## config.mk

```make
export PLATFORM = sky130hd
export DESIGN_NAME = csg_div_stage
export DESIGN_NICKNAME = d
export VERILOG_FILES = /design/src/cubemap_sky_gradient_texel_defines.svh /design/src/csg_pkg.sv /design/src/csg_div_stage.sv
export SDC_FILE = /design/constraint.sdc
export NUM_CORES = 1
export LEC_CHECK = 0
export ABC_CLOCK_PERIOD_IN_PS = 1000
export BUFFER_PORTS_ARGS = -buffer_cell sky130_fd_sc_hd__buf_2
export CORE_AREA = 2 2 87 89
export CTS_CLUSTER_DIAMETER = 150
export DETAILED_ROUTE_END_ITERATION = 16
export DIE_AREA = 0 0 89 91
export PLACE_DENSITY = 0.76
export SLEW_MARGIN = 10
export SYNTH_ARGS = -nofsm -noshare
export SYNTH_HDL_FRONTEND = slang
export SYNTH_SLANG_ARGS = --single-unit
```

## constraint.sdc

```tcl
create_clock -name clk -period 1 [get_ports clk]
set_input_delay 0.15 -clock clk [delete_from_list [all_inputs] [get_ports clk]]
set_output_delay 0.15 -clock clk [all_outputs]
set_load 0.005 [all_outputs]
```

## src/cubemap_sky_gradient_texel_defines.svh

```systemverilog
// Assertion macros shared by the sky gradient texel block.
`ifndef CUBEMAP_SKY_GRADIENT_TEXEL_DEFINES_SVH
`define CUBEMAP_SKY_GRADIENT_TEXEL_DEFINES_SVH

// Same-cycle implication, sampled on clk, off while in reset.
`define CSG_CHECK(lbl, ante, cons) \
	lbl: assert property (@(posedge clk) disable iff (!arst_n) (ante) |-> (cons)) \
		else $error("sky gradient texel check failed");

// Next-cycle implication, sampled on clk, off while in reset.
`define CSG_CHECK_NEXT(lbl, ante, cons) \
	lbl: assert property (@(posedge clk) disable iff (!arst_n) (ante) |=> (cons)) \
		else $error("sky gradient texel check failed");

`endif

```

## src/csg_pkg.sv

```systemverilog
// Shared types, widths and colour constants of the sky gradient texel block.
package csg_pkg;
	localparam int SIZE_W  = 11;
	localparam int COORD_W = 10;
	localparam int FACE_W  = 3;
	localparam int CH_W    = 8;
	localparam int FRAC    = 16;
	localparam int ONE     = 65536;
	localparam int HALF    = 32768;

	localparam int DEFAULT_MAX_FACE_SIZE = 1024;
	localparam logic [SIZE_W-1:0] RESET_SIZE = SIZE_W'(256);

	localparam int RECIP_SHIFT = 28;
	localparam int RECIP_W     = RECIP_SHIFT + 1;
	localparam int NUM_W       = SIZE_W + FRAC;
	localparam int QMAG_W      = FRAC + 1;
	localparam int SQ_W        = 2 * QMAG_W;
	localparam int ROOT_W      = SQ_W + 1;
	localparam int LEN_W       = QMAG_W;
	localparam int CV_W        = QMAG_W + 1;
	localparam int ROOT_TOP_J  = LEN_W - 1;
	localparam int DIV_TOP_I   = QMAG_W - 1;

	localparam logic [CH_W-1:0] ALPHA_OPAQUE = '1;

	localparam int FRONT_STAGES = 4;
	localparam int ROOT_STEPS   = 2;
	localparam int ROOT_STAGES  = 9;
	localparam int DIV_STEPS    = 3;
	localparam int DIV_STAGES   = 6;
	localparam int SHADE_STAGES = 4;
	localparam int ROOT_BASE    = FRONT_STAGES;
	localparam int DIV_BASE     = ROOT_BASE + ROOT_STAGES;
	localparam int SHADE_BASE   = DIV_BASE + DIV_STAGES;
	localparam int NST          = SHADE_BASE + SHADE_STAGES;

	typedef enum logic [FACE_W-1:0] {
		FACE_PX = 3'd0,
		FACE_NX = 3'd1,
		FACE_PY = 3'd2,
		FACE_NY = 3'd3,
		FACE_PZ = 3'd4,
		FACE_NZ = 3'd5
	} face_t;

	localparam logic signed [CV_W-1:0] COL_ZENITH [3] = '{18'sd6554, 18'sd11796, 18'sd26214};
	localparam logic signed [CV_W-1:0] COL_MID    [3] = '{18'sd55706, 18'sd29491, 18'sd29491};
	localparam logic signed [CV_W-1:0] COL_HORIZ  [3] = '{18'sd65536, 18'sd36045, 18'sd19661};
	localparam logic signed [CV_W-1:0] COL_GROUND [3] = '{18'sd13107, 18'sd7864, 18'sd6554};

	typedef struct packed {
		logic                busy;
		logic [SIZE_W-1:0]   size;
		logic [RECIP_W-1:0]  recip;
	} recip_stat_t;

	typedef struct packed {
		logic                comp_neg;
		logic [QMAG_W-1:0]   comp_mag;
		logic [SQ_W-1:0]     n;
		logic [ROOT_W-1:0]   r;
	} root_t;

	typedef struct packed {
		logic                neg;
		logic [LEN_W-1:0]    len;
		logic [LEN_W-1:0]    rem;
		logic [LEN_W-1:0]    nlow;
		logic [QMAG_W-1:0]   q;
	} quo_t;
endpackage

```

## src/csg_div_stage.sv

```systemverilog
// One pipeline stage of the restoring divider that normalizes the vertical component.
module csg_div_stage #(
	parameter int FIRST_I = 0
) (
	input  logic          clk,
	input  logic          arst_n,
	input  logic          en,
	input  logic          in_vld,
	input  csg_pkg::quo_t in_quo,
	output logic          vld,
	output csg_pkg::quo_t out_quo
);
	import csg_pkg::*;

	logic vld_s1;
	quo_t quo_s1;
	quo_t nxt;

	always_comb begin
		logic [LEN_W:0] sh;
		nxt = in_quo;
		sh  = '0;
		for (int k = 0; k < DIV_STEPS; k++) begin
			if (FIRST_I - k >= 0) begin
				sh       = {nxt.rem, nxt.nlow[LEN_W-1]};
				nxt.nlow = nxt.nlow << 1;
				if (sh >= {1'b0, nxt.len}) begin
					nxt.rem = LEN_W'(sh - {1'b0, nxt.len});
					nxt.q   = {nxt.q[QMAG_W-2:0], 1'b1};
				end else begin
					nxt.rem = sh[LEN_W-1:0];
					nxt.q   = {nxt.q[QMAG_W-2:0], 1'b0};
				end
			end
		end
	end

	always_ff @(posedge clk or negedge arst_n) begin
		if (!arst_n) begin
			vld_s1 <= 1'b0;
		end else if (en) begin
			vld_s1 <= in_vld;
		end
	end

	always_ff @(posedge clk) begin
		if (en) quo_s1 <= nxt;
	end

	assign vld     = vld_s1;
	assign out_quo = quo_s1;
endmodule

```

# Word-level counts from Yosys, hierarchy flattened
# Index checks and enable logic that the tools add are counted.
[totals]
regBits = 69
latch_bits = 0
ram_bits = 0
mem_bits_ro = 0
input_bits = 73
output_inout_bits = 70
n_memories = 0
[op_classes]
n_addsub = 1
multipliers = 0
div_mod_pow = 0
magnitude_cmp = 1
eq_ne = 0
shift = 0
mux = 2
bitwise = 0
reduce_logical = 0
[op_table]
columns = ["cell", "n"]
rows = [
  ["$ge 18x17->1", 1],
  ["$mux 17", 1],
  ["$sub 17x17->17", 1],
  ["$mux 1", 1],
]

# Logic depth before layout (Yosys ltp)
[depth]
word_depth = 2
mapped_depth = 12

# Worst setup path before layout
# No wires, ideal clock.
[synth_timing]
path_kind = "input port to flip-flop"
startpoint = "in in_quo[33] (netlist bit)"
endpoint = "reg quo_s1 (netlist bit out_quo[37]) (data pin)"
setup_ps = 260
t_arrival_ps = 1998
required_ps = 740
setup_slack_ps = -1258
path_stages = 12
path_cell_list = "inv_1 > ha_1 > inv_1 > fa_1 > a21oi_1 > or3_4 > a21oi_4 > o21bai_4 > and2_4 > buf_12 > inv_12 > mux2_4"
[synth_lines]
columns = ["element", "line", "rtl"]
rows = [
  ["start, declared", "csg_div_stage.sv:9", "input csg_pkg::quo_t in_quo,"],
  ["end signal, assigned", "csg_div_stage.sv:47", "if (en) quo_s1 <= nxt;"],
  ["end, declared", "csg_div_stage.sv:16", "quo_t quo_s1;"],
]

==> results_dict.tcl <==
set metrics [dict create \
    synth_enable_flop_cells 68 \
    grt_first_pass_wirelength_mm 19.07 \
    dp_hpwl_mm 6.629 \
    multi_input_comb_area_um2 1319 \
    setup_viol 76 \
    fin_ws_ns -1.009 \
    synth_top_cell_by_area "edfxtp_1" \
    synth_most_common_cell "edfxtp_1" \
    root_buffer "clkbuf_8" \
    fillers 420 \
    synthTopCellsByCount "edfxtp_1 (68), inv_1 (22), ha_1 (17), a21oi_1 (13), mux2_4 (10)" \
    clk_latency_ns 0.35 \
    vias 3250 \
    ys_ff_latch 69 \
    fmax_mhz 497.8 \
    ctsHtreeMaxLevel 3 \
    worst_setup_path_end_kind "register" \
    antenna_found_initial 1 \
    rr_endpoint "vld$_DFFE_PN0P_" \
    initialDrtViolationCount 381 \
    crit_chain "buf_2, inv_1, ha_1, nand2b_1, a211oi_2, buf_4, buf_4, nor2b_1, o21ai_0, xnor2_1, mux2_4" \
    cp.required_ns 1.11 \
    dr.pass1.iters 5 \
    seqCellArea_um2 2067 \
    grt_max_degree 21 \
    drive_above_1_share_pct 55.01 \
    drv_cap 0 \
    ys_types 49 \
    violations "setup timing" \
    synth_warnings 0 \
    finClkSkew_ns 0 \
    yosys.area.top_type_share_pct 62.41 \
    dieArea_um2 8099 \
    cts.clk_slew.worst_paths_ns 0.08 \
    antenna_left 0 \
    drc 0 \
    start_util_pct 45.85 \
    slowest_delay_ns 0.28 \
    post-route-util_pct 77.75 \
    r2r-start "vld$_DFFE_PN0P_" \
    rsz0062_at_grt "yes" \
    min_period_over_period_pct 200.9 \
    p_sw_mw 2.396 \
    synth_area_leaders "edfxtp_1 (62%), ha_1 (6.5%), mux2_4 (4.6%)" \
    grtUsageTotal_pct 32.14 \
    hold_class "in2reg" \
    synthCells 224 \
    num_io_pins 143 \
    hold_depth 2 \
    clockBufferDepth 2 \
    cts_buffers 9 \
    synth_area_um2 3272 \
    async_flop_share_pct 1.449 \
    hold_viol 0 \
    wl_per_cell_um 23.69 \
    area_growth_pct 69.60 \
    nets 575 \
    yosysSeqAreaShare_pct 63.17 \
    clockPowerShare_pct 30.8 \
    grt_pass1_vias 3458 \
    crit_top_cell "buf_4" \
    synthesis.nets 315 \
    cpMaxStageDelayCell "ha_1" \
    outcome "finished, violations left" \
    sw_frac_of_total_pct 28.29 \
    cts_tree "yes" \
    fin_area_um2 5549 \
    path_delay_family "buffers and inverters" \
    crit_type "in2reg" \
    io_buffer_count 140 \
    p_per_area_nw_per_um2 1526 \
    min_delay_worst_endpoint "vld$_DFFE_PN0P_" \
    core_um2 7137 \
    dp_worst_setup_slack_ns -1.349 \
    start_kind "primary input" \
    clock_sinks 69 \
    die_x_um 89 \
    synth.avg_cell_area_um2 14.61 \
    intPower_mw 6.072 \
    min-delay-start "in_vld" \
    min_period_ns 2.009 \
    cp_max_fo 2 \
    ir_worst_vdd_mv 0.7518 \
    placed_area_um2 4518 \
    fp.dieH_um 91 \
    p_leak_nw 2.476 \
    grt_overflow 0 \
    power_frac_comb_pct 26.4 \
    crit_arrival_ns 2.12 \
    via_per_inst 5.518 \
    critPathBufInv 4 \
    r2r_cells 2 \
    row_count 31 \
    gp_congestion 0.9041 \
    seqPwrFrac_pct 42.8 \
    finalWirelength_mm 13.95 \
    slew_violations 0 \
    r2r_slack_ns 0.10 \
    synth_ff_type "edfxtp_1" \
]
routing by layer:
metal	up-vias	wire length, µm	track usage (%)
met2	275	6917	54.79
met3	70	1434	9.273
met4	0	780	18.16
met5	-	0	0
met1	1541	4820	34.87
li1	1364	-	-
what timing repair did:
item                                   4_1_cts  5_1_grt
hold buffers                                48        2
buffers inserted                             6        2
resized for setup                           35       15
setup endpoints to repair                   54       87
cloned                                       1        0
endpoints found under the hold margin       48        2
pin swaps                                    8        6
cells by family (layout without fill, tap and decap cells):
group / count (synthesis) / count (layout) / share of synthesized area, %
simple gates: 41 / 41 / 6.769
compound gates: 47 / 47 / 10.78
other cells: 1 / 2 / 0.1146
mux: 12 / 12 / 5.239
xor+xnor: 11 / 11 / 2.945
flops: 69 / 69 / 63.17
fa+ha+maj: 18 / 18 / 7.113
buf+inv: 25 / 290 / 3.863
how the worst max path moves through the flow:
stage	slack (ns)	startpoint	endpoint	cells after the start
after global placement	-1.30	in_quo[33]	out_quo[41]$_DFFE_PP_	12
after CTS	-0.79	in_quo[33]	out_quo[38]$_DFFE_PP_	12
after floorplan	-1.21	in_quo[33]	out_quo[37]$_DFFE_PP_	12
after global routing	-1.11	in_quo[60]	out_quo[38]$_DFFE_PP_	10
final	-1.01	in_quo[52]	out_quo[41]$_DFFE_PP_	11
after detailed placement	-1.35	in_quo[33]	out_quo[38]$_DFFE_PP_	12
registers in the layout, indices dropped and copies added, names as in the netlist:
name	count
out_quo	68
vld	1
final cells by class:
| type | instances | share of cell area (%) |
|---|---|---|
| clock buffer | 10 | 2.300 |
| antenna | 1 | 0.04510 |
| multi-input combinational | 130 | 23.77 |
| inverter | 23 | 1.917 |
| timing repair buffer | 250 | 30.71 |
| timing repair inverter | 1 | 0.2029 |
| clock inverter | 6 | 1.578 |
| tap | 99 | 2.232 |
| sequential | 69 | 37.25 |
power by group through the flow:
stage                     registers (mW)  logic (mW)  clock network (mW)
after floorplan                     3.69       0.706                   0
after global placement              3.64        1.57                   0
after detailed placement            3.65        1.63                   0
after CTS                           3.59        1.93                2.51
after global routing                3.64        2.34                2.73
final                               3.63        2.23                2.61
cell usage in the layout, fill, tap and decap left out, types with 4 or more instances in the layout:
master	count
xnor2_1	8
buf_4	55
buf_2	138
nand3_1	6
buf_6	4
clkbuf_8	9
ha_1	10
a21oi_2	4
nand2_1	7
mux2_4	10
nor3_1	4
a21oi_1	8
ha_4	7
edfxtp_1	68
inv_1	19
nor2_1	6
dlygate4sd3_1	50
stage by stage:
step                std cells  TNS (ns)  hold WS [ns]  total power, mW
floorplan                 224    -19.36       -0.1456            4.400
global placement          514    -21.86      -0.07562            5.205
detailed placement        514    -22.63      -0.07231            5.279
CTS                       585    -13.58      0.002994            8.035
global route              589    -21.57       0.07650            8.712
finish                    589    -18.48       0.07114            8.468
Note: power is estimated with default switching activity, not from simulation.
