`config.mk`:
```
export PLATFORM = sky130hd
export DESIGN_NAME = csg_root_stage
export DESIGN_NICKNAME = d
export VERILOG_FILES = /design/src/cubemap_sky_gradient_texel_defines.svh /design/src/csg_pkg.sv /design/src/csg_root_stage.sv
export SDC_FILE = /design/constraint.sdc
export NUM_CORES = 1
export LEC_CHECK = 0
export BUFFER_PORTS_ARGS = -buffer_cell sky130_fd_sc_hd__buf_4
export CELL_PAD_IN_SITES_DETAIL_PLACEMENT = 0
export CELL_PAD_IN_SITES_GLOBAL_PLACEMENT = 1
export CORE_MARGIN = 5
export CORE_UTILIZATION = 40
export DETAILED_ROUTE_END_ITERATION = 7
export GPL_ROUTABILITY_DRIVEN = 1
export GPL_TIMING_DRIVEN = 0
export PLACE_DENSITY = 0.91
export SLEW_MARGIN = 5
export SYNTH_ARGS = -nofsm -noshare
export SYNTH_HDL_FRONTEND = slang
export SYNTH_SLANG_ARGS = --single-unit
```
`constraint.sdc`:
```
create_clock -name clk -period 0.85 [get_ports clk]
set_input_delay 0 -clock clk [delete_from_list [all_inputs] [get_ports clk]]
set_output_delay 0 -clock clk [all_outputs]
set_load 0.005 [all_outputs]
```
`src/cubemap_sky_gradient_texel_defines.svh`:
```
// Assertion macros shared by the sky gradient texel block.
`ifndef CUBEMAP_SKY_GRADIENT_TEXEL_DEFINES_SVH
`define CUBEMAP_SKY_GRADIENT_TEXEL_DEFINES_SVH

// Same-cycle implication, sampled on clk, off while in reset.
`define CSG_CHECK(lbl, ante, cons) \
	lbl: assert property (@(posedge clk) disable iff (!arst_n) (ante) |-> (cons)) \
		else $error("sky gradient texel check failed");

// Next-cycle implication, sampled on clk, off while in reset.
`define CSG_CHECK_NEXT(lbl, ante, cons) \
	lbl: assert property (@(posedge clk) disable iff (!arst_n) (ante) |=> (cons)) \
		else $error("sky gradient texel check failed");

`endif

```
`src/csg_pkg.sv`:
```
// Shared types, widths and colour constants of the sky gradient texel block.
package csg_pkg;
	localparam int SIZE_W  = 11;
	localparam int COORD_W = 10;
	localparam int FACE_W  = 3;
	localparam int CH_W    = 8;
	localparam int FRAC    = 16;
	localparam int ONE     = 65536;
	localparam int HALF    = 32768;

	localparam int DEFAULT_MAX_FACE_SIZE = 1024;
	localparam logic [SIZE_W-1:0] RESET_SIZE = SIZE_W'(256);

	localparam int RECIP_SHIFT = 28;
	localparam int RECIP_W     = RECIP_SHIFT + 1;
	localparam int NUM_W       = SIZE_W + FRAC;
	localparam int QMAG_W      = FRAC + 1;
	localparam int SQ_W        = 2 * QMAG_W;
	localparam int ROOT_W      = SQ_W + 1;
	localparam int LEN_W       = QMAG_W;
	localparam int CV_W        = QMAG_W + 1;
	localparam int ROOT_TOP_J  = LEN_W - 1;
	localparam int DIV_TOP_I   = QMAG_W - 1;

	localparam logic [CH_W-1:0] ALPHA_OPAQUE = '1;

	localparam int FRONT_STAGES = 4;
	localparam int ROOT_STEPS   = 2;
	localparam int ROOT_STAGES  = 9;
	localparam int DIV_STEPS    = 3;
	localparam int DIV_STAGES   = 6;
	localparam int SHADE_STAGES = 4;
	localparam int ROOT_BASE    = FRONT_STAGES;
	localparam int DIV_BASE     = ROOT_BASE + ROOT_STAGES;
	localparam int SHADE_BASE   = DIV_BASE + DIV_STAGES;
	localparam int NST          = SHADE_BASE + SHADE_STAGES;

	typedef enum logic [FACE_W-1:0] {
		FACE_PX = 3'd0,
		FACE_NX = 3'd1,
		FACE_PY = 3'd2,
		FACE_NY = 3'd3,
		FACE_PZ = 3'd4,
		FACE_NZ = 3'd5
	} face_t;

	localparam logic signed [CV_W-1:0] COL_ZENITH [3] = '{18'sd6554, 18'sd11796, 18'sd26214};
	localparam logic signed [CV_W-1:0] COL_MID    [3] = '{18'sd55706, 18'sd29491, 18'sd29491};
	localparam logic signed [CV_W-1:0] COL_HORIZ  [3] = '{18'sd65536, 18'sd36045, 18'sd19661};
	localparam logic signed [CV_W-1:0] COL_GROUND [3] = '{18'sd13107, 18'sd7864, 18'sd6554};

	typedef struct packed {
		logic                busy;
		logic [SIZE_W-1:0]   size;
		logic [RECIP_W-1:0]  recip;
	} recip_stat_t;

	typedef struct packed {
		logic                comp_neg;
		logic [QMAG_W-1:0]   comp_mag;
		logic [SQ_W-1:0]     n;
		logic [ROOT_W-1:0]   r;
	} root_t;

	typedef struct packed {
		logic                neg;
		logic [LEN_W-1:0]    len;
		logic [LEN_W-1:0]    rem;
		logic [LEN_W-1:0]    nlow;
		logic [QMAG_W-1:0]   q;
	} quo_t;
endpackage

```
`src/csg_root_stage.sv`:
```
// One pipeline stage of the digit-by-digit integer square root.
module csg_root_stage #(
	parameter int FIRST_J = 0
) (
	input  logic           clk,
	input  logic           arst_n,
	input  logic           en,
	input  logic           in_vld,
	input  csg_pkg::root_t in_root,
	output logic           vld,
	output csg_pkg::root_t out_root
);
	import csg_pkg::*;

	logic  vld_s1;
	root_t root_s1;
	root_t nxt;

	always_comb begin
		logic [ROOT_W-1:0] probe;
		logic [ROOT_W-1:0] trial;
		nxt   = in_root;
		probe = '0;
		trial = '0;
		for (int k = 0; k < ROOT_STEPS; k++) begin
			if (FIRST_J - k >= 0) begin
				probe = ROOT_W'(1) << (2 * (FIRST_J - k));
				trial = nxt.r + probe;
				if ({1'b0, nxt.n} >= trial) begin
					nxt.n = nxt.n - SQ_W'(trial);
					nxt.r = (nxt.r >> 1) + probe;
				end else begin
					nxt.r = nxt.r >> 1;
				end
			end
		end
	end

	always_ff @(posedge clk or negedge arst_n) begin
		if (!arst_n) begin
			vld_s1 <= 1'b0;
		end else if (en) begin
			vld_s1 <= in_vld;
		end
	end

	always_ff @(posedge clk) begin
		if (en) root_s1 <= nxt;
	end

	assign vld      = vld_s1;
	assign out_root = root_s1;
endmodule

```
# Word-level counts from Yosys, hierarchy flattened
# Index checks and enable logic that the tools add are counted.
[op_classes]
addsub = 3
muxes = 2
order_cmp = 1
[op_table]
columns = ["operator", "count"]
rows = [
  ["$mux W34", 2],
  ["$add A34 B1 Y35 const B", 1],
  ["$add A35 B1 Y35 const B", 1],
  ["$ge A34 B35 Y1", 1],
  ["$sub A34 B34 Y34", 1],
]
[word_totals]
ff_bits = 88
input_bits = 91
out_inout_bits = 88

# Logic depth before layout (Yosys ltp)
[depth]
ltp_word = 3
mapped_depth = 24
depth_no_buf = 20

# Worst setup path before layout
# No wires, ideal clock.
[synth_timing]
kind = "in2reg"
startpoint = "input in_root[1] in the netlist's numbering"
endpoint = "register root_s1 (netlist bit out_root[64]) (data pin)"
stages = 19
slack_ns = -3.024
setup_time_ns = 0.256
n_path_buf = 1
required_ns = 0.594
arrival_time_ns = 3.618
cell_sequence = "ha_1 > and3_1 > and3_1 > and3_1 > nand2_1 > nor2_1 > clkbuf_1 > nand3_1 > xor2_1 > ha_1 > nand2_1 > o21ai_1 > o41a_1 > or3b_1 > a211oi_1 > o21bai_1 > a221oi_1 > xor2_1 > o21ai_1"
[synth_lines]
columns = ["item", "line_no", "source"]
rows = [
  ["start, declared", "csg_root_stage.sv:9", "input csg_pkg::root_t in_root,"],
  ["end signal, assigned", "csg_root_stage.sv:48", "if (en) root_s1 <= nxt;"],
  ["end, declared", "csg_root_stage.sv:16", "root_t root_s1;"],
]

==> impl_metrics.env <==
export IMPL_portBuffers=169
export IMPL_cp_end_kind="register"
export IMPL_worst_r2r_path_depth=1
export IMPL_synth_commonest_cells="edfxtp_1 (87), nand2_1 (69), xor2_1 (68)"
export IMPL_dr_first_iter_drc_count=461
export IMPL_ys_warn_count=0
export IMPL_num_vias=6141
export IMPL_cts_sinks=88
export IMPL_critPathMaxFanout=5
export IMPL_peakVddDrop_mv=1.011
export IMPL_syn_num_nets=758
export IMPL_holdWs_ns=0.01902
export IMPL_worstPathArrival_ns=3.77
export IMPL_grt_max_degree=89
export IMPL_start_kind="primary input"
export IMPL_slowest_delay_ns=0.32
export IMPL_place_hpwl_mm=14.20
export IMPL_power_density_nw_per_um2=1354
export IMPL_synthFlopType="edfxtp_1"
export IMPL_synth_most_common_cell="edfxtp_1"
export IMPL_antenna_found_initial=1
export IMPL_crit_top_cell="and3_4"
export IMPL_synth_seq_area_share_pct=42.47
export IMPL_worstSetupEndpoint="out_root[22]"
export IMPL_worstHoldPathType="primary input to register"
export IMPL_crit_slowest_cell="ha_1"
export IMPL_clk_path_buf_depth=2
export IMPL_worstPathCellList="buf_12 > ha_4 > and3_4 > and3_4 > and3_4 > nand2_4 > nor2_4 > nand2_2 > nor2_4 > nand3_2 > xor2_2 > ha_1 > nand4_1 > nor3_4 > and3b_2 > a32o_2 > a31oi_4 > a211oi_4 > nor2_2 > buf_6 > buf_6 > buf_12 > nor3_4 > xor2_1"
export IMPL_post_route_drc_count=0
export IMPL_ys_seq_elements=88
export IMPL_final_nets=1066
export IMPL_grt_pass1_vias=6106
export IMPL_startpoint="in_root[1]"
export IMPL_cts_buffers_inserted=9
export IMPL_criticalPathCategory="primary input to register"
export IMPL_setup_viol=147
export IMPL_post_route_period_util_pct=431.5
export IMPL_viasPerCell=5.425
export IMPL_netlist_area_leader_share_pct=42.06
export IMPL_crit_required_ns=0.95
export IMPL_pre_cts_slack_ns=-3.517
export IMPL_drtPass1Iterations=5
export IMPL_grt_pass1_wl_mm=32.33
export IMPL_rows=45
export IMPL_dp_cells=987
export IMPL_drive_gt1_share_pct=41.15
export IMPL_maxSlewHeadroom_pct=25.30
export IMPL_synth_cells=630
export IMPL_wirelength_mm=21.84
export IMPL_reg2reg_setup_slack_ns=0.09
export IMPL_violations="negative setup slack"
export IMPL_place_area_um2=7881
export IMPL_maxCapViolCount=0
export IMPL_drv_slew=0
export IMPL_ant_nets=0
export IMPL_clk_pin_slew_ns=0.06
export IMPL_synth_cell_types=61
export IMPL_h_tree_depth=3
export IMPL_fp_dieArea_um2=18120
export IMPL_synthArstFlopShare_pct=1.136
export IMPL_worst_pin_slew_ns=1.121
export IMPL_fp_coreArea_um2=15200
export IMPL_syn_cell_area_um2=6211
export IMPL_final_cells=1132
export IMPL_wire_per_inst_um=19.30
export IMPL_r2r_start="vld"
export IMPL_hold_violations=0
export IMPL_r2r_end="vld"
export IMPL_yosysTopAreaCell="edfxtp_1"
export IMPL_gr_total_overflow=0
export IMPL_synth_area_top_cells="edfxtp_1 (42%), xor2_1 (9.6%), ha_1 (7.3%)"
export IMPL_grt_use_total_pct=22.96
export IMPL_cts_tree="done"
export IMPL_synth_edf_count=87
export IMPL_syn_to_final_growth_pct=65.03
export IMPL_synth_avg_cell_area_um2=9.859
export IMPL_rsz0062_at_grt="yes"
export IMPL_timing_fmax_mhz=272.6
export IMPL_fin_ws_ns=-2.818
export IMPL_skew_ns=0
export IMPL_clk_latency_ns=0.35
export IMPL_status="complete, but fails checks"
export IMPL_place_congestion=0.9035
export IMPL_period_needed_ns=3.668
export IMPL_die_height_um=134.6
export IMPL_cts_root_buf="clkbuf_16"
export IMPL_p_leak_uw=0.004416
export IMPL_nFillCells=1164
export IMPL_top_level_ports=179
export IMPL_finish_instance_area_um2=10250
export IMPL_die_x_um=134.6
export IMPL_hold_depth=2
export IMPL_initial_core_util_pct=40.86
## worst min-delay path by stage
stage	startpoint	end	slack [ns]
6_report	in_root[18]	out_root[17]	0.02
3_5_place_dp	arst_n	vld	-0.22
4_1_cts	in_root[18]	out_root[17]	0.005
5_1_grt	in_root[7]	out_root[6]	0.02
2_1_floorplan	arst_n	vld	-0.30
3_3_place_gp	arst_n	vld	-0.23
## metal layers
metal | global-route usage [%] | up-vias | part of all wire (%)
met2 | 38.04 | 244 | 48
met1 | 29.81 | 2904 | 42
li1 | - | 2947 | -
met5 | 0 | - | 0
met3 | 4.098 | 46 | 7.0
met4 | 9.333 | 0 | 3.3
## through the flow
stage | utilization, % | TNS [ns] | power (µW)
4_1_cts | 64.17 | -193.03 | 13550
3_3_place_gp | 51.84 | -264.67 | 8917
5_1_grt | 67.42 | -203.82 | 14520
2_1_floorplan | - | -178.76 | 7366
6_report | 67.42 | -191.38 | 13880
3_5_place_dp | 51.84 | -269.21 | 8950
## layout make-up
type                    instances  area, µm²  area share, %
diodes                          1      2.502        0.02441
repair buffers                300       2696          26.31
flip-flops and latches         88       2638          25.73
plain buffers                  27      279.0          2.722
clock buffers                  11      252.7          2.466
inverters                      13      48.80         0.4761
multi-input cells             499       4060          39.61
clock inverters                 5      37.54         0.3662
well taps                     188      235.2          2.295
## cell usage in the layout, fill, tap and decap left out, types with 10 or more instances in the layout
master,instances
a21o_1,15
a21oi_1,31
buf_4,189
buf_6,37
clkbuf_16,11
dlygate4sd3_1,72
edfxtp_1,87
ha_1,29
inv_1,13
nand2_1,48
nand2_2,10
nand2_4,12
nand3_1,19
nand4_1,17
nor2_1,28
nor3_4,11
o21ai_0,13
o21ai_1,24
xnor2_1,24
xor2_1,62
## sequential cells by signal, indices dropped and copies added (netlist names)
name      flops
out_root     87
vld           1
## power by group
group          internal (µW)  leakage [µW]  total, µW  switching, µW
clock network           2160      0.000139       3880           1720
registers               5260      0.000862       5410            146
logic                   2360       0.00342       4590           2230
## worst max-delay path: cells and delay by family
kind	cells	cell delay [ns]
AOI/OAI and AO/OA	3	0.52
xor gates and xnor gates	2	0.30
adders and majority gates	2	0.45
buffers and inverters	4	0.48
and+or+nand+nor	13	2.02
## what timing repair did
item,CTS,global route
hold buffers,72,0
gates cloned,5,2
hold endpoints to repair,71,0
setup endpoints to repair,245,158
resized for setup,113,81
pin swaps,51,48
setup buffers,33,21
## cell families (layout without fill, tap and decap cells)
family | Yosys count | count (layout) | synth area share [%]
AOI/OAI and AO/OA | 138 | 138 | 14.26
xor gates and xnor gates | 95 | 95 | 13.40
and+or+nand+nor | 227 | 227 | 18.13
adders and majority gates | 37 | 37 | 7.575
other | 0 | 1 | 0
buffers and inverters | 43 | 356 | 3.807
DFF | 88 | 88 | 42.47
muxes | 2 | 2 | 0.3626
Power figures use the tool's default switching activity.
