File: src/cubemap_sky_gradient_texel_defines.svh
// Assertion macros shared by the sky gradient texel block.
`ifndef CUBEMAP_SKY_GRADIENT_TEXEL_DEFINES_SVH
`define CUBEMAP_SKY_GRADIENT_TEXEL_DEFINES_SVH

// Same-cycle implication, sampled on clk, off while in reset.
`define CSG_CHECK(lbl, ante, cons) \
	lbl: assert property (@(posedge clk) disable iff (!arst_n) (ante) |-> (cons)) \
		else $error("sky gradient texel check failed");

// Next-cycle implication, sampled on clk, off while in reset.
`define CSG_CHECK_NEXT(lbl, ante, cons) \
	lbl: assert property (@(posedge clk) disable iff (!arst_n) (ante) |=> (cons)) \
		else $error("sky gradient texel check failed");

`endif

File: src/csg_pkg.sv
// Shared types, widths and colour constants of the sky gradient texel block.
package csg_pkg;
	localparam int SIZE_W  = 11;
	localparam int COORD_W = 10;
	localparam int FACE_W  = 3;
	localparam int CH_W    = 8;
	localparam int FRAC    = 16;
	localparam int ONE     = 65536;
	localparam int HALF    = 32768;

	localparam int DEFAULT_MAX_FACE_SIZE = 1024;
	localparam logic [SIZE_W-1:0] RESET_SIZE = SIZE_W'(256);

	localparam int RECIP_SHIFT = 28;
	localparam int RECIP_W     = RECIP_SHIFT + 1;
	localparam int NUM_W       = SIZE_W + FRAC;
	localparam int QMAG_W      = FRAC + 1;
	localparam int SQ_W        = 2 * QMAG_W;
	localparam int ROOT_W      = SQ_W + 1;
	localparam int LEN_W       = QMAG_W;
	localparam int CV_W        = QMAG_W + 1;
	localparam int ROOT_TOP_J  = LEN_W - 1;
	localparam int DIV_TOP_I   = QMAG_W - 1;

	localparam logic [CH_W-1:0] ALPHA_OPAQUE = '1;

	localparam int FRONT_STAGES = 4;
	localparam int ROOT_STEPS   = 2;
	localparam int ROOT_STAGES  = 9;
	localparam int DIV_STEPS    = 3;
	localparam int DIV_STAGES   = 6;
	localparam int SHADE_STAGES = 4;
	localparam int ROOT_BASE    = FRONT_STAGES;
	localparam int DIV_BASE     = ROOT_BASE + ROOT_STAGES;
	localparam int SHADE_BASE   = DIV_BASE + DIV_STAGES;
	localparam int NST          = SHADE_BASE + SHADE_STAGES;

	typedef enum logic [FACE_W-1:0] {
		FACE_PX = 3'd0,
		FACE_NX = 3'd1,
		FACE_PY = 3'd2,
		FACE_NY = 3'd3,
		FACE_PZ = 3'd4,
		FACE_NZ = 3'd5
	} face_t;

	localparam logic signed [CV_W-1:0] COL_ZENITH [3] = '{18'sd6554, 18'sd11796, 18'sd26214};
	localparam logic signed [CV_W-1:0] COL_MID    [3] = '{18'sd55706, 18'sd29491, 18'sd29491};
	localparam logic signed [CV_W-1:0] COL_HORIZ  [3] = '{18'sd65536, 18'sd36045, 18'sd19661};
	localparam logic signed [CV_W-1:0] COL_GROUND [3] = '{18'sd13107, 18'sd7864, 18'sd6554};

	typedef struct packed {
		logic                busy;
		logic [SIZE_W-1:0]   size;
		logic [RECIP_W-1:0]  recip;
	} recip_stat_t;

	typedef struct packed {
		logic                comp_neg;
		logic [QMAG_W-1:0]   comp_mag;
		logic [SQ_W-1:0]     n;
		logic [ROOT_W-1:0]   r;
	} root_t;

	typedef struct packed {
		logic                neg;
		logic [LEN_W-1:0]    len;
		logic [LEN_W-1:0]    rem;
		logic [LEN_W-1:0]    nlow;
		logic [QMAG_W-1:0]   q;
	} quo_t;
endpackage

File: src/csg_shade.sv
// Gradient blends from the vertical component and conversion to 8-bit channels.
module csg_shade (
	input  logic                              clk,
	input  logic                              arst_n,
	input  logic [csg_pkg::SHADE_STAGES-1:0]  en,
	input  logic                              in_vld,
	input  csg_pkg::quo_t                     in_quo,
	output logic [csg_pkg::SHADE_STAGES-1:0]  vld,
	output logic [csg_pkg::CH_W-1:0]          red,
	output logic [csg_pkg::CH_W-1:0]          green,
	output logic [csg_pkg::CH_W-1:0]          blue
);
	import csg_pkg::*;

	localparam int T_W = CV_W + CH_W;

	logic [SHADE_STAGES-1:0] vld_q;

	logic                   up_s1;
	logic [QMAG_W-1:0]      w1_s1, mz_s1, mz_s2;
	logic signed [CV_W-1:0] c1_s2 [3];
	logic signed [CV_W-1:0] c2_s3 [3];
	logic [CH_W-1:0]        ch_s4 [3];

	logic [QMAG_W:0]        q2;
	logic [QMAG_W-1:0]      w1, mz;
	logic signed [CV_W-1:0] c1 [3];
	logic signed [CV_W-1:0] c2 [3];
	logic [CH_W-1:0]        ch [3];

	// a + floor(((b-a)*w + half) / one)
	function automatic logic signed [CV_W-1:0] blend(input logic signed [CV_W-1:0] a,
			input logic signed [CV_W-1:0] b, input logic [QMAG_W-1:0] w);
		logic signed [2*CV_W-1:0] p;
		p = (b - a) * $signed({1'b0, w}) + $signed((2*CV_W)'(HALF));
		return a + CV_W'(p >>> FRAC);
	endfunction

	function automatic logic [CH_W-1:0] to_byte(input logic signed [CV_W-1:0] c);
		logic [T_W-1:0]     t;
		logic [T_W-FRAC-1:0] hi;
		t  = {c[CV_W-1:0], CH_W'(0)} - T_W'(c[CV_W-1:0]);
		hi = t[T_W-1:FRAC];
		if (c < 0) return '0;
		return (hi > (T_W-FRAC)'(255)) ? ALPHA_OPAQUE : hi[CH_W-1:0];
	endfunction

	always_comb begin
		q2 = {in_quo.q, 1'b0};
		if (!in_quo.neg) begin
			w1 = (q2 >= (QMAG_W+1)'(ONE)) ? QMAG_W'(ONE) : q2[QMAG_W-1:0];
			mz = (q2 > (QMAG_W+1)'(ONE)) ? QMAG_W'(q2 - (QMAG_W+1)'(ONE)) : '0;
		end else begin
			w1 = in_quo.q;
			mz = '0;
		end
		for (int k = 0; k < 3; k++) begin
			c1[k] = blend(COL_HORIZ[k], up_s1 ? COL_MID[k] : COL_GROUND[k], w1_s1);
			c2[k] = blend(c1_s2[k], COL_ZENITH[k], mz_s2);
			ch[k] = to_byte(c2_s3[k]);
		end
	end

	always_ff @(posedge clk or negedge arst_n) begin
		if (!arst_n) begin
			vld_q <= '0;
		end else begin
			if (en[0]) vld_q[0] <= in_vld;
			if (en[1]) vld_q[1] <= vld_q[0];
			if (en[2]) vld_q[2] <= vld_q[1];
			if (en[3]) vld_q[3] <= vld_q[2];
		end
	end

	always_ff @(posedge clk) begin
		if (en[0]) begin
			up_s1 <= !in_quo.neg;
			w1_s1 <= w1;
			mz_s1 <= mz;
		end
		if (en[1]) begin
			c1_s2 <= c1;
			mz_s2 <= mz_s1;
		end
		if (en[2]) c2_s3 <= c2;
		if (en[3]) ch_s4 <= ch;
	end

	assign vld   = vld_q;
	assign red   = ch_s4[0];
	assign green = ch_s4[1];
	assign blue  = ch_s4[2];
endmodule

File: config.mk
export PLATFORM = sky130hd
export DESIGN_NAME = csg_shade
export DESIGN_NICKNAME = d
export VERILOG_FILES = /design/src/cubemap_sky_gradient_texel_defines.svh /design/src/csg_pkg.sv /design/src/csg_shade.sv
export SDC_FILE = /design/constraint.sdc
export NUM_CORES = 2
export LEC_CHECK = 0
export ABC_AREA = 1
export BUFFER_PORTS_ARGS = -buffer_cell sky130_fd_sc_hd__buf_4
export CAP_MARGIN = 20
export CORE_MARGIN = 5
export CORE_UTILIZATION = 50
export DETAILED_ROUTE_END_ITERATION = 16
export GPL_TIMING_DRIVEN = 1
export PLACE_DENSITY = 0.74
export SLEW_MARGIN = 25
export SYNTH_ARGS = -nofsm -noshare
export SYNTH_HDL_FRONTEND = slang
export SYNTH_SLANG_ARGS = --single-unit
File: constraint.sdc
create_clock -name clk -period 8 [get_ports clk]
set_input_delay 0 -clock clk [delete_from_list [all_inputs] [get_ports clk]]
set_output_delay 0 -clock clk [all_outputs]
set_load 0.05 [all_outputs]
After elaboration in Yosys (flattened, before gate mapping)
Cells that the tools add are included.
{"block": "totals", "reg_bits": 188, "in_bits": 76, "output_inout_bits": 28, "elab_cells": 73}
{"block": "classes", "add_sub_neg": 22, "mul": 6, "n_lt_le_gt_ge": 8, "mux": 17, "bitwise_logic": 1, "n_reduce_logical": 2}
{"cell": "34-bit by 17-bit adder with 34-bit output, second input constant", "n": 6}
{"cell": "19-bit by 18-bit multiplier with 34-bit output", "n": 3}
{"cell": "26-bit by 18-bit subtractor with 26-bit output", "n": 3}
{"cell": "8-bit 2-to-1 mux", "n": 9}
{"cell": "18-bit adder", "n": 3}
{"cell": "18-bit by 1-bit less-than comparator with 1-bit output, second input constant", "n": 3}
{"cell": "16-bit by 18-bit multiplier with 34-bit output", "n": 1}
{"cell": "17-bit by 18-bit multiplier with 34-bit output", "n": 1}
{"cell": "18-bit by 18-bit multiplier with 34-bit output", "n": 1}
{"cell": "17-bit 2-to-1 mux", "n": 2}
{"cell": "10-bit by 8-bit greater-than comparator with 1-bit output, second input constant", "n": 3}
{"cell": "15-bit 2-to-1 mux", "n": 2}
{"cell": "14-bit by 18-bit subtractor with 19-bit output, first input constant", "n": 1}
{"cell": "15-bit by 18-bit subtractor with 19-bit output, first input constant", "n": 1}
{"cell": "16-bit by 18-bit subtractor with 19-bit output, first input constant", "n": 1}
{"cell": "16-bit by 18-bit adder with 18-bit output, first input constant", "n": 1}
{"cell": "17-bit by 18-bit adder with 18-bit output, first input constant", "n": 1}
{"cell": "18-bit adder, first input constant", "n": 1}
{"cell": "18-bit by 17-bit >= comparator with 1-bit output, second input constant", "n": 1}
{"cell": "18-bit by 17-bit greater-than comparator with 1-bit output, second input constant", "n": 1}
{"cell": "16-bit by 17-bit subtractor with 18-bit output, second input constant", "n": 1}
{"cell": "15-bit by 16-bit subtractor with 17-bit output, second input constant", "n": 1}
{"cell": "17-bit subtractor, second input constant", "n": 1}
{"cell": "16-bit 2-to-1 mux", "n": 1}
{"cell": "5 further kinds", "n": 7}

Logic depth before layout (Yosys ltp)
{"block": "logic_depth", "word_depth": 5, "ltp_mapped": 47, "ltp_nobuf": 46}

Worst setup path after synthesis
OpenSTA, ideal clock, no wires.
{"block": "synth_path", "kind": "register to register", "start": "reg c1_s2[36] in the netlist's numbering", "end": "reg c2_s3[50] in the netlist's numbering (data pin)", "setup_time_ps": 262, "t_arrival_ps": 7829, "required_ps": 7738, "setup_slack_ps": -91, "stages_incl_launch_ff": 45, "path_buffers": 1, "period_less_slack_ps": 8091, "path_cell_list": "edfxtp_1 > ha_1 > inv_1 > nand2_1 > nand2_1 > nor2_1 > nor2_1 > nand2_1 > inv_1 > nor2_1 > a21oi_2 > a21oi_1 > inv_1 > or2_2 > nand2_1 > buf_2 > nor2_1 > fa_1 > [... 9 more ...] > ha_1 > nand2_1 > nor4_1 > nand2_1 > nand3_1 > nand2_1 > nand2_1 > xor2_1 > ha_1 > nand2_1 > nor2_1 > a211oi_1 > o21ai_1 > a21boi_1 > o21ai_1 > a21boi_1 > o21ai_1 > xor2_1"}
{"element": "start: declaration", "line": "csg_shade.sv:21", "source": "logic signed [CV_W-1:0] c1_s2 [3];"}
{"element": "start signal: assignment", "line": "csg_shade.sv:82", "source": "c1_s2 <= c1;"}
{"element": "end signal: assignment", "line": "csg_shade.sv:85", "source": "if (en[2]) c2_s3 <= c2;"}
{"element": "end: declaration", "line": "csg_shade.sv:22", "source": "logic signed [CV_W-1:0] c2_s3 [3];"}

==> key figures <==
Status
  – Outcome: complete, but fails checks
  – Failing checks: negative setup slack

Clocking
  – CTS tree: done
  – Max Root-Sink Buffers: 2
  – # H-tree levels: 4
  – CTS Sinks: 186
  – Clk_lat worst skew: about 0.54 ns
  – CTS root buf: clkbuf_16
  – Clock transition at path regs: ~0.080 ns
  – Num CTS Buffers: 17

Floorplan
  – Core region area: roughly 140000 sq um
  – Full die area: about 150000 sq um
  – Initial core utilization: 50.4%
  – Die Span Y: 383 microns
  – Die X: 383 microns
  – Cell Rows: approximately 140
  – Num ports: 104

Critical path
  – Reg2reg start: c1_s2[18]
  – CP max-delay cell: fa_1
  – Worst reg-to-reg setup slack: -0.15 ns
  – Worst path required time: 8.28 ns
  – Worst r2r dst: c2_s3[35]
  – CP Launch Type: flip-flop
  – Worst-path maximum fanout: 7
  – WP data arrival: 8.43 ns
  – Worst Reg-to-Reg Cells: 38
  – CP peak stage delay: about 0.58 ns
  – Crit end category: flip-flop
  – Crit path kind: flip-flop to flip-flop

STA
  – Max transition margin: between 30% and 40%
  – Final Hold Viols: 0
  – Slew of the pin with the lowest slew margin: about 0.95 ns
  – Final Setup Violations: 13
  – Setup Total Neg Slack: -1.03 ns
  – Final Skew: roughly 0.027 ns
  – Setup ws final: -0.152 ns
  – Slew Limit Fails: 0
  – Tmin final: 8.15 ns
  – Final period util: 102%
  – Unrepaired setup endpoints after global routing: true
  – Achievable Freq: roughly 0.12 GHz

Layout
  – Nets: about 12000
  – Share of cells above drive strength 1: 18.0%
  – Layout area overhead: 19.1%
  – Final Cell Area: 82800 sq um

Global routing
  – Vias in the first global route: approximately 61000
  – Largest net degree at the start of global routing: 63
  – First-pass GRT wire length: 329 mm
  – Gr usage total: 28.7%
  – Initial antenna violation count: 1
  – Remaining global-route overflow: 0

Place
  – Routability cong.: ~0.98
  – Post-place instance area: 77700 sq um
  – Port Buffers: 52
  – Post-DP HPWL: 178 mm

Yosys
  – Yosys warns: 0
  – Distinct cells, synth: 63
  – Flops & latches, synth: 186
  – Average footprint of a synthesized cell: 8.32 sq um
  – Yosys top cell area share: between 40% and 50%
  – Yosys top cell by area: fa_1
  – Top FF cell, synth: edfxtp_1
  – Leading cell types by count after synthesis: inv_1, fa_1, nand2_1, nor2_1, ha_1
  – Seq/Total Area, Yosys: 8.00%
  – Post-synth ARST share: 2.15%
  – Area of the mapped netlist: 69500 sq um
  – Post-synth EDFFs: 182
  – Cells after Synth: 8356
  – Top post-synthesis cells by area: fa_1, ha_1, inv_1, edfxtp_1, nand2_1
  – Most numerous cell in the Yosys netlist: inv_1

Routing
  – Wire per inst: 19.1 microns
  – Via density: 5.28
  – TritonRoute pass-1 iters: 7
  – First DRT Iteration DRCs: 4466
  – Post-route antenna net violation count: 0
  – Vias after detailed routing: 58237
  – Drt total wl: 211 mm
  – # DRC: 0

Job
  – Number of max-cap violations: 0

Hold path
  – Hold Startpoint: en[2]
  – Hold Path Stages: 3
  – Hold WC Path Type: primary input to flip-flop
  – Hold Crit Endpoint: vld[2]
[stage by stage]
| step | worst slack, ns | hold WS [ns] | utilization [%] | cells |
|---|---|---|---|---|
| finish | -0.152 | 0.157 | 60.1 | 11028 |
| global route | -0.533 | 0.160 | 60.1 | 11026 |
| CTS | -0.103 | 0.0991 | 58.3 | 10978 |
| detailed placement | -0.481 | -0.201 | 56.4 | 10859 |
| global placement | -0.395 | -0.204 | 56.4 | 10859 |
| floorplan | 0.0162 | -0.296 | - | 8409 |
[critical path, delay by kind of cell (launching register included)]
kind / cells / cell delay (ns)
simple gates: 13 / 1.20
buf+inv: 9 / 1.14
flops: 1 / 0.51
xor+xnor: 3 / 0.55
fa+ha+maj: 8 / 3.61
compound gates: 5 / 0.86
[worst max path at each step]
stage | start | to | slack (ns) | cells past startpoint
final | c1_s2[18] | c2_s3[35] | -0.15 | 38
after global routing | c1_s2[18] | c2_s3[35] | -0.53 | 45
after CTS | c1_s2[18] | c2_s3[35] | -0.10 | 40
after detailed placement | c1_s2[18] | c2_s3[35] | -0.48 | 42
after global placement | c1_s2[18] | c2_s3[32] | -0.39 | 38
after floorplan | c1_s2[36] | c2_s3[51] | 0.02 | 46
[placed cells by master (no fill, tap or decap), drive strengths merged, types with 3 or more instances in the layout]
cell type	synthesis	final
dlygate4sd3	0	34
inv	2379	2386
a31oi	17	17
nand3b	14	14
a211oi	7	7
nor4	24	24
a21boi	11	11
nor3	41	41
edfxtp	182	182
a21oi	274	274
clkinvlp	0	4
xor2	180	180
o21a	7	7
xnor2	77	77
clkinv	13	16
o21bai	30	30
nand3	205	205
o21ai	194	194
and2	10	10
nor2	856	856
nand2	1357	1357
fa	1394	1394
o31ai	4	4
clkbuf	121	18
o211ai	8	8
a221oi	5	5
a21o	15	15
conb	2	55
a31o	8	8
dfrtp	4	4
or2	14	14
ha	816	816
o311ai	3	3
buf	18	895
nand4	57	57
[kinds of logic after synthesis]
kind of cell / synth area share [%]
other: 0.0108
AOI/OAI and AO/OA: 4.77
DFF: 8.00
xor gates and xnor gates: 3.33
and+or+nand+nor: 15.4
buffers and inverters: 13.7
adders and majority gates: 54.8
[flip-flops by register name, summed over array words and instances (netlist names)]
register,cells
red,8
blue,8
mz_s1,16
c2_s3,54
c1_s2,54
green,8
w1_s1,17
vld,4
up_s1,1
mz_s2,16
[what timing repair did]
| action | 4_1_cts | 5_1_grt |
|---|---|---|
| endpoints found under the hold margin | 105 | 0 |
| setup buffers | 53 | 61 |
| pin swaps | 146 | 314 |
| hold buffers | 34 | 0 |
| gates resized for setup | 320 | 531 |
| endpoints found under the setup margin | 33 | 40 |
[layer usage]
layer / track usage (%) / wire [microns] / up-vias
met5: 0 / 0 / -
met4: 13.5 / 12200 / 0
met3: 5.82 / 18000 / 567
met2: 47.1 / 99600 / 2370
met1: 36.5 / 80900 / 28863
li1: - / - / 26437
[area by class of cell]
| class | count | area (sq um) |
|---|---|---|
| Antenna cell | 2 | 5.00 |
| Clock buffer | 18 | 429 |
| Clock inverter | 14 | 154 |
| Fill cell | 11498 | 55000 |
| Inverter | 2392 | 9040 |
| Multi-Input combinational cell | 5692 | 57800 |
| Sequential cell | 186 | 5570 |
| Tap cell | 1794 | 2240 |
| Timing Repair Buffer | 930 | 7580 |
Power is left out: the tool's default activity adds up to more than one toggle a clock period on the data nets, which glitch-free logic cannot reach.
